### src/rtl/core/gpm_pkg.sv
// ----------------------------------------------------------------------------
// gpm_pkg
// types, codes and constants of the glob pattern matcher
// ----------------------------------------------------------------------------
package gpm_pkg;

    localparam int DEF_MAX_PATTERN_CHARS = 64;
    localparam int DEF_MAX_TOKENS        = 32;

    localparam logic [7:0] CH_QMARK  = 8'h3F;
    localparam logic [7:0] CH_STAR   = 8'h2A;
    localparam logic [7:0] CH_LBRACK = 8'h5B;
    localparam logic [7:0] CH_TILDE  = 8'h7E;
    localparam logic [7:0] CH_DASH   = 8'h2D;
    localparam logic [7:0] CH_RBRACK = 8'h5D;

    typedef enum logic [1:0] {
        CMD_PAT = 2'd0,
        CMD_SUB = 2'd1,
        CMD_END = 2'd2,
        CMD_CLR = 2'd3
    } t_cmd;

    typedef struct packed {
        logic [1:0] cmd;
        logic [7:0] ch;
        logic       raw;
    } t_in_item;

    typedef struct packed {
        logic matched;
        logic overflow;
    } t_out_item;

    typedef struct packed {
        logic       raw;
        logic [7:0] ch;
    } t_pchar;

    typedef enum logic [1:0] {
        KIND_LITERAL = 2'd0,
        KIND_ANY     = 2'd1,
        KIND_STAR    = 2'd2,
        KIND_CLASS   = 2'd3
    } t_kind;

    typedef enum logic [1:0] {
        WIN_HOLD,
        WIN_SHIFT,
        WIN_LOAD
    } t_win_op;

    typedef enum logic [1:0] {
        TGT_ZERO,
        TGT_I1,
        TGT_E1
    } t_win_tgt;

    typedef enum logic {
        PASS_CLOSE,
        PASS_STEP
    } t_pass_mode;

    typedef enum logic [3:0] {
        S_IDLE,
        S_ADV,
        S_CP_TOP,
        S_SC_TILDE,
        S_SC_RBR,
        S_SC_LOOP,
        S_BD_START,
        S_BD_TILDE,
        S_BD_RBR,
        S_BD_LOOP,
        S_BD_WORD,
        S_PASS,
        S_DISPATCH,
        S_END
    } t_state;

    typedef struct packed {
        logic       in_take;
        logic       pat_write;
        logic       pat_clear;
        logic       act_init;
        logic       set_ovf;
        logic       tok_clear;
        t_win_op    win_op;
        t_win_tgt   win_tgt;
        logic       save_i;
        logic       save_e;
        logic       tok_emit;
        t_kind      tok_kind;
        logic       tok_lit_brk;
        logic       word_first;
        logic       word_clear;
        logic       word_next;
        logic       word_set_neg;
        logic       word_member;
        logic       word_range;
        logic       word_write;
        logic       pass_start;
        t_pass_mode pass_mode;
        logic       pass_run;
        logic       res_load;
    } t_dp_cmd;

    typedef struct packed {
        logic k_valid;
        logic is_qmark;
        logic is_star;
        logic is_lbrack;
        logic is_tilde;
        logic is_rbrack;
        logic scan_range;
        logic build_more;
        logic build_range;
        logic tok_full;
        logic ovf;
        logic pass_done;
        logic out_free;
        logic word_last;
    } t_dp_stat;

endpackage

### src/rtl/core/gpm_ctrl.sv
// ----------------------------------------------------------------------------
// gpm_ctrl
// sequencer for pattern compile, class building, nfa passes and results
// ----------------------------------------------------------------------------
module gpm_ctrl import gpm_pkg::*; (
    input  logic     i_clk,
    input  logic     i_rst_n,
    input  logic     i_in_valid,
    input  t_cmd     i_cmd,
    output logic     o_in_ready,
    output t_dp_cmd  o_cmd,
    input  t_dp_stat i_stat
);

    t_state     r_state, n_state;
    t_state     r_ret, n_ret;
    t_state     r_pret, n_pret;
    logic [1:0] r_adv, n_adv;
    logic       r_compiled, n_compiled;
    t_cmd       r_pcmd, n_pcmd;

    always_ff @(posedge i_clk) begin
        if (!i_rst_n) begin
            r_state    <= S_IDLE;
            r_ret      <= S_IDLE;
            r_pret     <= S_IDLE;
            r_adv      <= 2'd0;
            r_compiled <= 1'b0;
            r_pcmd     <= CMD_PAT;
        end else begin
            r_state    <= n_state;
            r_ret      <= n_ret;
            r_pret     <= n_pret;
            r_adv      <= n_adv;
            r_compiled <= n_compiled;
            r_pcmd     <= n_pcmd;
        end
    end

    assign o_in_ready = (r_state == S_IDLE);

    always_comb begin
        n_state    = r_state;
        n_ret      = r_ret;
        n_pret     = r_pret;
        n_adv      = r_adv;
        n_compiled = r_compiled;
        n_pcmd     = r_pcmd;
        o_cmd      = '0;

        unique case (r_state)
            S_IDLE: begin
                if (i_in_valid) begin
                    unique case (i_cmd)
                        CMD_PAT: begin
                            o_cmd.pat_write = 1'b1;
                            o_cmd.act_init  = 1'b1;
                            n_compiled      = 1'b0;
                        end
                        CMD_CLR: begin
                            o_cmd.pat_clear = 1'b1;
                            o_cmd.act_init  = 1'b1;
                            n_compiled      = 1'b0;
                        end
                        default: begin
                            o_cmd.in_take = 1'b1;
                            n_pcmd        = i_cmd;
                            if (!r_compiled) begin
                                o_cmd.tok_clear = 1'b1;
                                o_cmd.win_op    = WIN_LOAD;
                                o_cmd.win_tgt   = TGT_ZERO;
                                n_adv           = 2'd2;
                                n_ret           = S_CP_TOP;
                                n_state         = S_ADV;
                            end else begin
                                n_state = S_DISPATCH;
                            end
                        end
                    endcase
                end
            end
            S_ADV: begin
                o_cmd.win_op = WIN_SHIFT;
                n_adv        = r_adv - 2'd1;
                if (r_adv == 2'd1) begin
                    n_state = r_ret;
                end
            end
            S_CP_TOP: begin
                if (!i_stat.k_valid || i_stat.tok_full) begin
                    o_cmd.set_ovf    = i_stat.k_valid;
                    n_compiled       = 1'b1;
                    o_cmd.act_init   = 1'b1;
                    o_cmd.pass_start = 1'b1;
                    o_cmd.pass_mode  = PASS_CLOSE;
                    n_pret           = S_DISPATCH;
                    n_state          = S_PASS;
                end else if (i_stat.is_lbrack) begin
                    o_cmd.save_i = 1'b1;
                    o_cmd.win_op = WIN_SHIFT;
                    n_state      = S_SC_TILDE;
                end else begin
                    o_cmd.tok_emit = 1'b1;
                    o_cmd.win_op   = WIN_SHIFT;
                    if (i_stat.is_qmark) begin
                        o_cmd.tok_kind = KIND_ANY;
                    end else if (i_stat.is_star) begin
                        o_cmd.tok_kind = KIND_STAR;
                    end else begin
                        o_cmd.tok_kind = KIND_LITERAL;
                    end
                end
            end
            S_SC_TILDE: begin
                if (i_stat.is_tilde) begin
                    o_cmd.win_op = WIN_SHIFT;
                end
                n_state = S_SC_RBR;
            end
            S_SC_RBR: begin
                if (i_stat.is_rbrack) begin
                    o_cmd.win_op = WIN_SHIFT;
                end
                n_state = S_SC_LOOP;
            end
            S_SC_LOOP: begin
                if (!i_stat.k_valid) begin
                    // no closing bracket: the bracket is a literal
                    o_cmd.tok_emit    = 1'b1;
                    o_cmd.tok_kind    = KIND_LITERAL;
                    o_cmd.tok_lit_brk = 1'b1;
                    o_cmd.win_op      = WIN_LOAD;
                    o_cmd.win_tgt     = TGT_I1;
                    n_adv             = 2'd2;
                    n_ret             = S_CP_TOP;
                    n_state           = S_ADV;
                end else if (i_stat.is_rbrack) begin
                    o_cmd.save_e     = 1'b1;
                    o_cmd.word_first = 1'b1;
                    n_state          = S_BD_START;
                end else if (i_stat.scan_range) begin
                    o_cmd.win_op = WIN_SHIFT;
                    n_adv        = 2'd2;
                    n_ret        = S_SC_LOOP;
                    n_state      = S_ADV;
                end else begin
                    o_cmd.win_op = WIN_SHIFT;
                end
            end
            S_BD_START: begin
                o_cmd.word_clear = 1'b1;
                o_cmd.win_op     = WIN_LOAD;
                o_cmd.win_tgt    = TGT_I1;
                n_adv            = 2'd2;
                n_ret            = S_BD_TILDE;
                n_state          = S_ADV;
            end
            S_BD_TILDE: begin
                if (i_stat.build_more && i_stat.is_tilde) begin
                    o_cmd.word_set_neg = 1'b1;
                    o_cmd.win_op       = WIN_SHIFT;
                end
                n_state = S_BD_RBR;
            end
            S_BD_RBR: begin
                if (i_stat.build_more && i_stat.is_rbrack) begin
                    o_cmd.word_member = 1'b1;
                    o_cmd.win_op      = WIN_SHIFT;
                end
                n_state = S_BD_LOOP;
            end
            S_BD_LOOP: begin
                if (!i_stat.build_more) begin
                    n_state = S_BD_WORD;
                end else if (i_stat.build_range) begin
                    o_cmd.word_range = 1'b1;
                    o_cmd.win_op     = WIN_SHIFT;
                    n_adv            = 2'd2;
                    n_ret            = S_BD_LOOP;
                    n_state          = S_ADV;
                end else begin
                    o_cmd.word_member = 1'b1;
                    o_cmd.win_op      = WIN_SHIFT;
                end
            end
            S_BD_WORD: begin
                o_cmd.word_write = 1'b1;
                if (i_stat.word_last) begin
                    o_cmd.tok_emit = 1'b1;
                    o_cmd.tok_kind = KIND_CLASS;
                    o_cmd.win_op   = WIN_LOAD;
                    o_cmd.win_tgt  = TGT_E1;
                    n_adv          = 2'd2;
                    n_ret          = S_CP_TOP;
                    n_state        = S_ADV;
                end else begin
                    o_cmd.word_next = 1'b1;
                    n_state         = S_BD_START;
                end
            end
            S_PASS: begin
                o_cmd.pass_run = 1'b1;
                if (i_stat.pass_done) begin
                    n_state = r_pret;
                end
            end
            S_DISPATCH: begin
                if (r_pcmd == CMD_SUB) begin
                    if (i_stat.ovf) begin
                        n_state = S_IDLE;
                    end else begin
                        o_cmd.pass_start = 1'b1;
                        o_cmd.pass_mode  = PASS_STEP;
                        n_pret           = S_IDLE;
                        n_state          = S_PASS;
                    end
                end else begin
                    n_state = S_END;
                end
            end
            S_END: begin
                if (i_stat.out_free) begin
                    o_cmd.res_load   = 1'b1;
                    o_cmd.act_init   = 1'b1;
                    o_cmd.pass_start = 1'b1;
                    o_cmd.pass_mode  = PASS_CLOSE;
                    n_pret           = S_IDLE;
                    n_state          = S_PASS;
                end
            end
            default: begin
                n_state = S_IDLE;
            end
        endcase
    end

endmodule

### config.mk
export PLATFORM = sky130hd
export DESIGN_NAME = gpm_ctrl
export DESIGN_NICKNAME = d
export VERILOG_FILES = /design/src/rtl/core/gpm_pkg.sv /design/src/rtl/core/gpm_ctrl.sv
export SDC_FILE = /design/constraint.sdc
export NUM_CORES = 1
export LEC_CHECK = 0
export BUFFER_PORTS_ARGS = -buffer_cell sky130_fd_sc_hd__buf_2
export CORE_ASPECT_RATIO = 2
export CORE_UTILIZATION = 45
export CTS_BUF_LIST = sky130_fd_sc_hd__clkbuf_16
export DETAILED_ROUTE_END_ITERATION = 12
export GPL_TIMING_DRIVEN = 0
export PLACE_DENSITY = 0.73
export RECOVER_POWER = 100
export SYNTH_ARGS = -nofsm -noshare
export SYNTH_HDL_FRONTEND = slang
export SYNTH_SLANG_ARGS = --single-unit
### constraint.sdc
create_clock -name i_clk -period 2.9 [get_ports i_clk]
set_input_delay 0.29 -clock i_clk [delete_from_list [all_inputs] [get_ports i_clk]]
set_output_delay 0.29 -clock i_clk [all_outputs]
set_load 0.01 [all_outputs]
==> results.md, run 1 <==
- Commonest cells post-synth: nand2_1, nor2_1, dfxtp_1, inv_1, o21ai_0
- Number of synthesized flops with an enable pin: 0
- CTS tree: built
- Worst-Margin Slew: 0.647 ns
- Total global routing track utilization: 32.1%
- Final min period: 2.59 ns
- Dpl hpwl: 3.70 mm
- Wl on met1: 1.67 mm
- Max Clock Freq: 386 MHz
- Clock Latency Late Sink: 0.25 ns
- Fin crit share: 89.4%
- Area grow syn2layout: 21.3%
- Yosys top cell by area: dfxtp_1
- Dpl cells: 256
- CTS Buffer Depth: 2
- RSZ-0062 raised after global routing: false
- Routed WL: 4.60 mm
- Initial core utilization: 48.1%
- Number of global-route vias before repair: 1591
- Routed len/inst: 17.7 um
- Clock skew: 0.00347 ns
- Pin count of the biggest net entering global routing: 11
- IO buf count: 45
- Final Hold Fails: 0
- Postcts setup bufs: 0
- Synth cell types: 55
- First-pass GRT wire length: 7.17 mm
- Min-Delay Path Class: in2reg
- Site Rows: 27
- Ys Warns: 0
- Mapped Nets: 204
- Pwr Density: 544 nW/um2
- CTS-repair resized insts: 0
- Finished Layout Cells: 260
- Die width: 40.7 um
- Kind of end point of the critical path: primary output
- Avg Vias per Cell: 6.23
- Count leader, synth: nand2_1
- CP Class: reg2out
- Max_slew headroom: 56.5%
- Die area: 3230 um2
- Total Power: 0.000890 W
- Via Count: 1621
- Hold buffers post-CTS: 0
- Number of synthesized register bits: 14
- Initial DRT Pass Iterations: 4
- Critical Path Start Type: flip-flop
- IO Pins: 47
- DR top layer: met4
- Ys flop type: dfxtp_1
- WHS: 0.327 ns
- Max rail drop VDD: 568 uV
- Register area: 280 um2
- Critical path data required time: 2.61 ns
- Core area: 2800 um2
- Fin nets: 254
- DRT antenna net count: 0
- H-tree levels: 1
- Multi-input gate area: 918 um2
- GP Congestion: 0.928
- Met3 Routed Length: 282 um
- Sink Count: 14
- Initial antenna violation count: 0
- CTS Buf Count: 3
- Setup_tns: 0 ns
- Worst Path Arrival: 2.30 ns
- Syn_area_per_cell: 7.41 um2
- Sequential element share of the synthesized area: 20.8%
- Top post-synthesis cells by area: dfxtp_1, nand2_1, nor2_1, inv_1, o21ai_0
- Share of layout cells above drive strength 1: 17.3%
- Mapped Area: 1350 um2
- Initial DRC Count: 70
- Leak: 0.714 nW
- Synthesized instance count: 182
- Max Cap Viol: 0
- Top cell type's share of synthesized area: 20.8%
- Antenna cell count: 0
- Ys async rst share: 0%
- Fillers: 298
- Fin. max-slew vios: 0
- Outcome: completed
- Die Ht: 79.4 um
- Grt ovf: 0
- Max Fanout on Critical Path: 10
- Worst-path clk slew: 0.05 ns
- Setup violators final: 0
- Root buffer cell: clkbuf_16
- DRC: 0
- Routed wl met2: 2.37 mm
==> metrics by stage <==
stage                     setup slack, ns  cell area (um2)  utilization, %
after floorplan                     0.969             1350               -
after global placement              0.736             1610            57.4
after detailed placement            0.746             1610            57.4
after CTS                           0.481             1690            60.2
after global routing                0.191             1640            58.4
final                               0.308             1640            58.4
==> logic make-up after synthesis <==
family,Yosys count,share of synthesized area (%)
and+or+nand+nor,84,37.5
AOI/OAI and AO/OA,49,26.3
buffers and inverters,28,9.74
DFF,14,20.8
muxes,3,2.23
adders and majority gates,3,2.78
xor gates and xnor gates,1,0.649
==> layout by cell type, fill, tap and decap left out, types with 2 or more instances in the layout <==
cell type	count
buf_2	30
clkbuf_1	26
nand2_1	22
nor2_1	15
inv_1	14
dfxtp_1	14
o21ai_0	9
nor3_1	7
a21oi_1	6
and3_1	5
nand2b_1	5
or3_1	4
and2_0	3
o211ai_1	3
a32oi_1	3
mux2i_1	3
o22ai_1	3
a31oi_1	3
o32ai_1	3
ha_1	3
clkbuf_16	3
nand4bb_1	2
nand4_1	2
nor4b_1	2
nand3_1	2
nand3b_1	2
a21boi_0	2
nor4_1	2
a221oi_1	2
o221ai_1	2
o2bb2ai_1	2
==> final timing paths <==
kind                       endpoint  cells after the start  slack [ns]                     from
max                       o_cmd[20]                      7        0.31  r_state[1]$_SDFFE_PN0P_
min          r_pcmd[0]$_SDFFE_PN0P_                      3        0.33                 i_cmd[0]
max reg2reg   r_ret[0]$_SDFFE_PN0P_                      6        0.47  r_state[2]$_SDFFE_PN0P_
min reg2reg   r_ret[1]$_SDFFE_PN0P_                      2        0.47    r_ret[1]$_SDFFE_PN0P_
==> layer usage <==
| metal | vias up | global-route usage, % |
|---|---|---|
| li1 | 772 | - |
| met3 | 27 | 4.74 |
| met2 | 91 | 51.1 |
| met4 | 0 | 27.0 |
| met5 | - | 0 |
| met1 | 731 | 33.4 |
==> critical path, stage by stage (launching register included) <==
cell and delay [ns]:
dfxtp_1 0.30, clkbuf_1 0.22, nor4_4 0.61, and3_1 0.24, clkbuf_1 0.25, and2b_1 0.19
or3_1 0.12, buf_2 0.12
==> layout make-up <==
| cell class | count | area share [%] |
|---|---|---|
| Sequential cell | 14 | 17.1 |
| Timing Repair Buffer | 45 | 12.4 |
| Inverter | 14 | 3.21 |
| Buffer | 14 | 4.13 |
| Multi-Input combinational cell | 140 | 56.1 |
| Tap cell | 29 | 2.22 |
| Clock buffer | 3 | 4.59 |
| Clock inverter | 1 | 0.229 |
==> registers in the layout, summed over array words and instances (netlist names) <==
name,cells
r_ret,4
r_state,4
r_adv,2
r_pcmd,2
r_compiled,1
r_pret,1
==> power breakdown <==
group / internal (W) / switching, W
sequential: 0.000225 / 0.0000229
clock: 0.000183 / 0.0000849
combinational: 0.000148 / 0.000226
total: 0.000556 / 0.000334
Note: power is estimated with default switching activity, not from simulation.
==> run 2: changes to the inputs <==
--- a/config.mk
+++ b/config.mk
@@ -7,11 +7,10 @@
 export LEC_CHECK = 0
 export BUFFER_PORTS_ARGS = -buffer_cell sky130_fd_sc_hd__buf_2
 export CORE_ASPECT_RATIO = 2
-export CORE_UTILIZATION = 45
+export CORE_UTILIZATION = 35
 export CTS_BUF_LIST = sky130_fd_sc_hd__clkbuf_16
 export DETAILED_ROUTE_END_ITERATION = 12
 export GPL_TIMING_DRIVEN = 0
-export PLACE_DENSITY = 0.73
 export RECOVER_POWER = 100
 export SYNTH_ARGS = -nofsm -noshare
 export SYNTH_HDL_FRONTEND = slang
==> constraint.sdc (replaced) <==
create_clock -name i_clk -period 2.9 [get_ports i_clk]
set_input_delay 0.58 -clock i_clk [delete_from_list [all_inputs] [get_ports i_clk]]
set_output_delay 0.58 -clock i_clk [all_outputs]
set_load 0.01 [all_outputs]
==> run 2 against run 1 <==
Net effect:
- critical path type unchanged
- critical path depth unchanged
- highest routed layer unchanged
- worst hold slack improved by 0.13 ns
- power shrank 2.9%
- global-route usage down 8.9 points
- utilization decreased by 13 points
- final cell count grew 7.7%
- cell area is 0.92% higher
- register-to-register slack better by 0.28 ns
- clock power decreased by 4%
- sequential power barely moved
- non-clock buffer count did not move
- via count is 2.9% lower
==> results.md, run 2 (same netlist as run 1, synthesis figures left out) <==
- Min-Delay Path Class: reg2reg
- Net Sw Frac: 36.3%
- H-tree levels: 1
- Kind of end point of the critical path: primary output
- Commonest non-fill, non-tap cells in the layout: buf_2, clkbuf_1, nand2_1
- Comb power frac: 41.6%
- Antenna cell count: 0
- Initial core utilization: 37.0%
- Worst R2R Start: r_state[0]$_SDFFE_PN0P_
- RSZ-0062 raised after global routing: false
- Setup violators final: 0
- Fin util: 45.3%
- Fin nets: 254
- DRT antenna net count: 0
- Die Ht: 89.8 um
- Cell mode on critical path: buf_2
- Finished Layout Cells: 280
- Final min period: 2.68 ns
- Critical Path Start Type: flip-flop
- Die width: 45.9 um
- CP Class: reg2out
- Dpl cells: 276
- Register share of total power: 28.7%
- Critical Path Max Stage Delay: 0.59 ns
- Cell at the slowest stage of the critical path: nor4_4
- First-pass GRT wire length: 7.10 mm
- Pint: 0.000551 W
- Hold depth: 2
- Fin crit share: 92.4%
- Fin. max-slew vios: 0
- Final Hold Fails: 0
- Via Count: 1574
- Initial DRC Count: 54
- Worst-path clk slew: 0.04 ns
- Reg2Reg Depth: 6
- R2R Path End: r_state[1]$_SDFFE_PN0P_
- CTS-repair resized insts: 0
- Max Clock Freq: 373 MHz
- Root buffer cell: clkbuf_16
- Routed WL: 4.43 mm
- Pwr Density: 523 nW/um2
- Max Cap Viol: 0
- Max_slew headroom: 60.4%
- Number of global-route vias before repair: 1530
- Max rail drop VDD: 408 uV
- Pre-CTS setup slack: 0.281 ns
- Leak: 0.710 nW
- CTS tree: built
- Net Switching: 0.000314 W
- Hold_sp: r_ret[3]$_SDFFE_PN0P_
- Clock Power Share: 29.7%
- Hold EP: r_ret[3]$_SDFFE_PN0P_
- DRC: 0
- Most common cell after layout, fill and taps aside: buf_2
- Sink Count: 14
- IO Pins: 47
- Grt ovf: 0
- Site Rows: 31
- Core area: 3650 um2
- Fillers: 437
- Dpl hpwl: 3.70 mm
- Worst path cell trace: buf_2 -> nor4_4 -> and3_1 -> buf_2 -> and2b_1 -> or3_1 -> clkbuf_1
- Setup ws final: 0.221 ns
- Initial DRT Pass Iterations: 4
- Area grow syn2layout: 22.4%
- Die area: 4120 um2
- Clock Latency Late Sink: 0.24 ns
- Hold buffers post-CTS: 0
- CTS Buffer Depth: 2
- Worst Path Arrival: 2.10 ns
- Initial antenna violation count: 0
- Worst-Margin Slew: 0.589 ns
- Total global routing track utilization: 23.2%
- GP Congestion: 0.980
- Share of layout cells above drive strength 1: 16.5%
- WHS: 0.461 ns
- Setup_tns: 0 ns
- Biggest registers after layout: r_ret (4), r_state (4)
- Outcome: completed
- Avg Vias per Cell: 5.62
- Postcts setup bufs: 0
- Critical path data required time: 2.32 ns
- Max Fanout on Critical Path: 9
- Clock skew: 0.000928 ns
- Pin count of the biggest net entering global routing: 11
- IO buf count: 45
- R2R setup slack: 0.75 ns
- Routed len/inst: 15.8 um
- CTS Buf Count: 3
[run 2: changes by cell type in the layout (fill, tap and decap cells not counted), sizes merged]
| cell | change |
|---|---|
| clkbuf | +1 |
| buf | -1 |
[run 2: power groups by stage]
stage / sequential [W] / clock (W) / combinational, W
detailed placement: 0.000251 / 0 / 0.000380
CTS: 0.000248 / 0.000264 / 0.000381
finish: 0.000248 / 0.000257 / 0.000360
floorplan: 0.000245 / 0 / 0.000268
global route: 0.000253 / 0.000272 / 0.000399
global placement: 0.000251 / 0 / 0.000383
[run 2: routing by layer]
layer | part of all wire (%) | vias up | wire length (um) | track usage [%]
li1 | - | 772 | - | -
met1 | 36 | 701 | 1610 | 26.1
met2 | 52 | 83 | 2300 | 39.4
met3 | 6.6 | 18 | 290 | 1.41
met4 | 5.0 | 0 | 221 | 14.0
met5 | 0 | - | 0 | 0
[run 2: area by class of cell]
type	count	area [um2]	share of cell area [%]
repair buffers	45	199	12.0
multi-input cells	140	902	54.6
inverters	14	52.6	3.18
plain buffers	14	77.6	4.70
clock buffers	3	75.1	4.55
clock inverters	1	3.75	0.227
flip-flops and latches	14	280	17.0
well taps	49	61.3	3.71
[run 2: worst max-delay path: cells and delay by family, from the launching register on]
kind          cells  cell delay, ns
simple gates      4            1.10
flops             1            0.29
buf+inv           3            0.47
[run 2: worst max path at each step]
stage	startpoint	endpoint	cells after the start
floorplan	i_cmd[0]	o_cmd[20]	6
finish	r_state[3]$_SDFFE_PN0P_	o_cmd[20]	7
global route	r_state[2]$_SDFFE_PN0P_	o_cmd[19]	7
detailed placement	i_cmd[0]	o_cmd[20]	8
global placement	i_cmd[0]	o_cmd[20]	8
CTS	r_state[3]$_SDFFE_PN0P_	o_cmd[20]	7
[run 2: stage by stage]
step                      instance area, um2  total power [W]
after CTS                               1710         0.000892
after detailed placement                1640         0.000631
after global placement                  1640         0.000634
after global routing                    1650         0.000924
after floorplan                         1350         0.000513
final                                   1650         0.000864
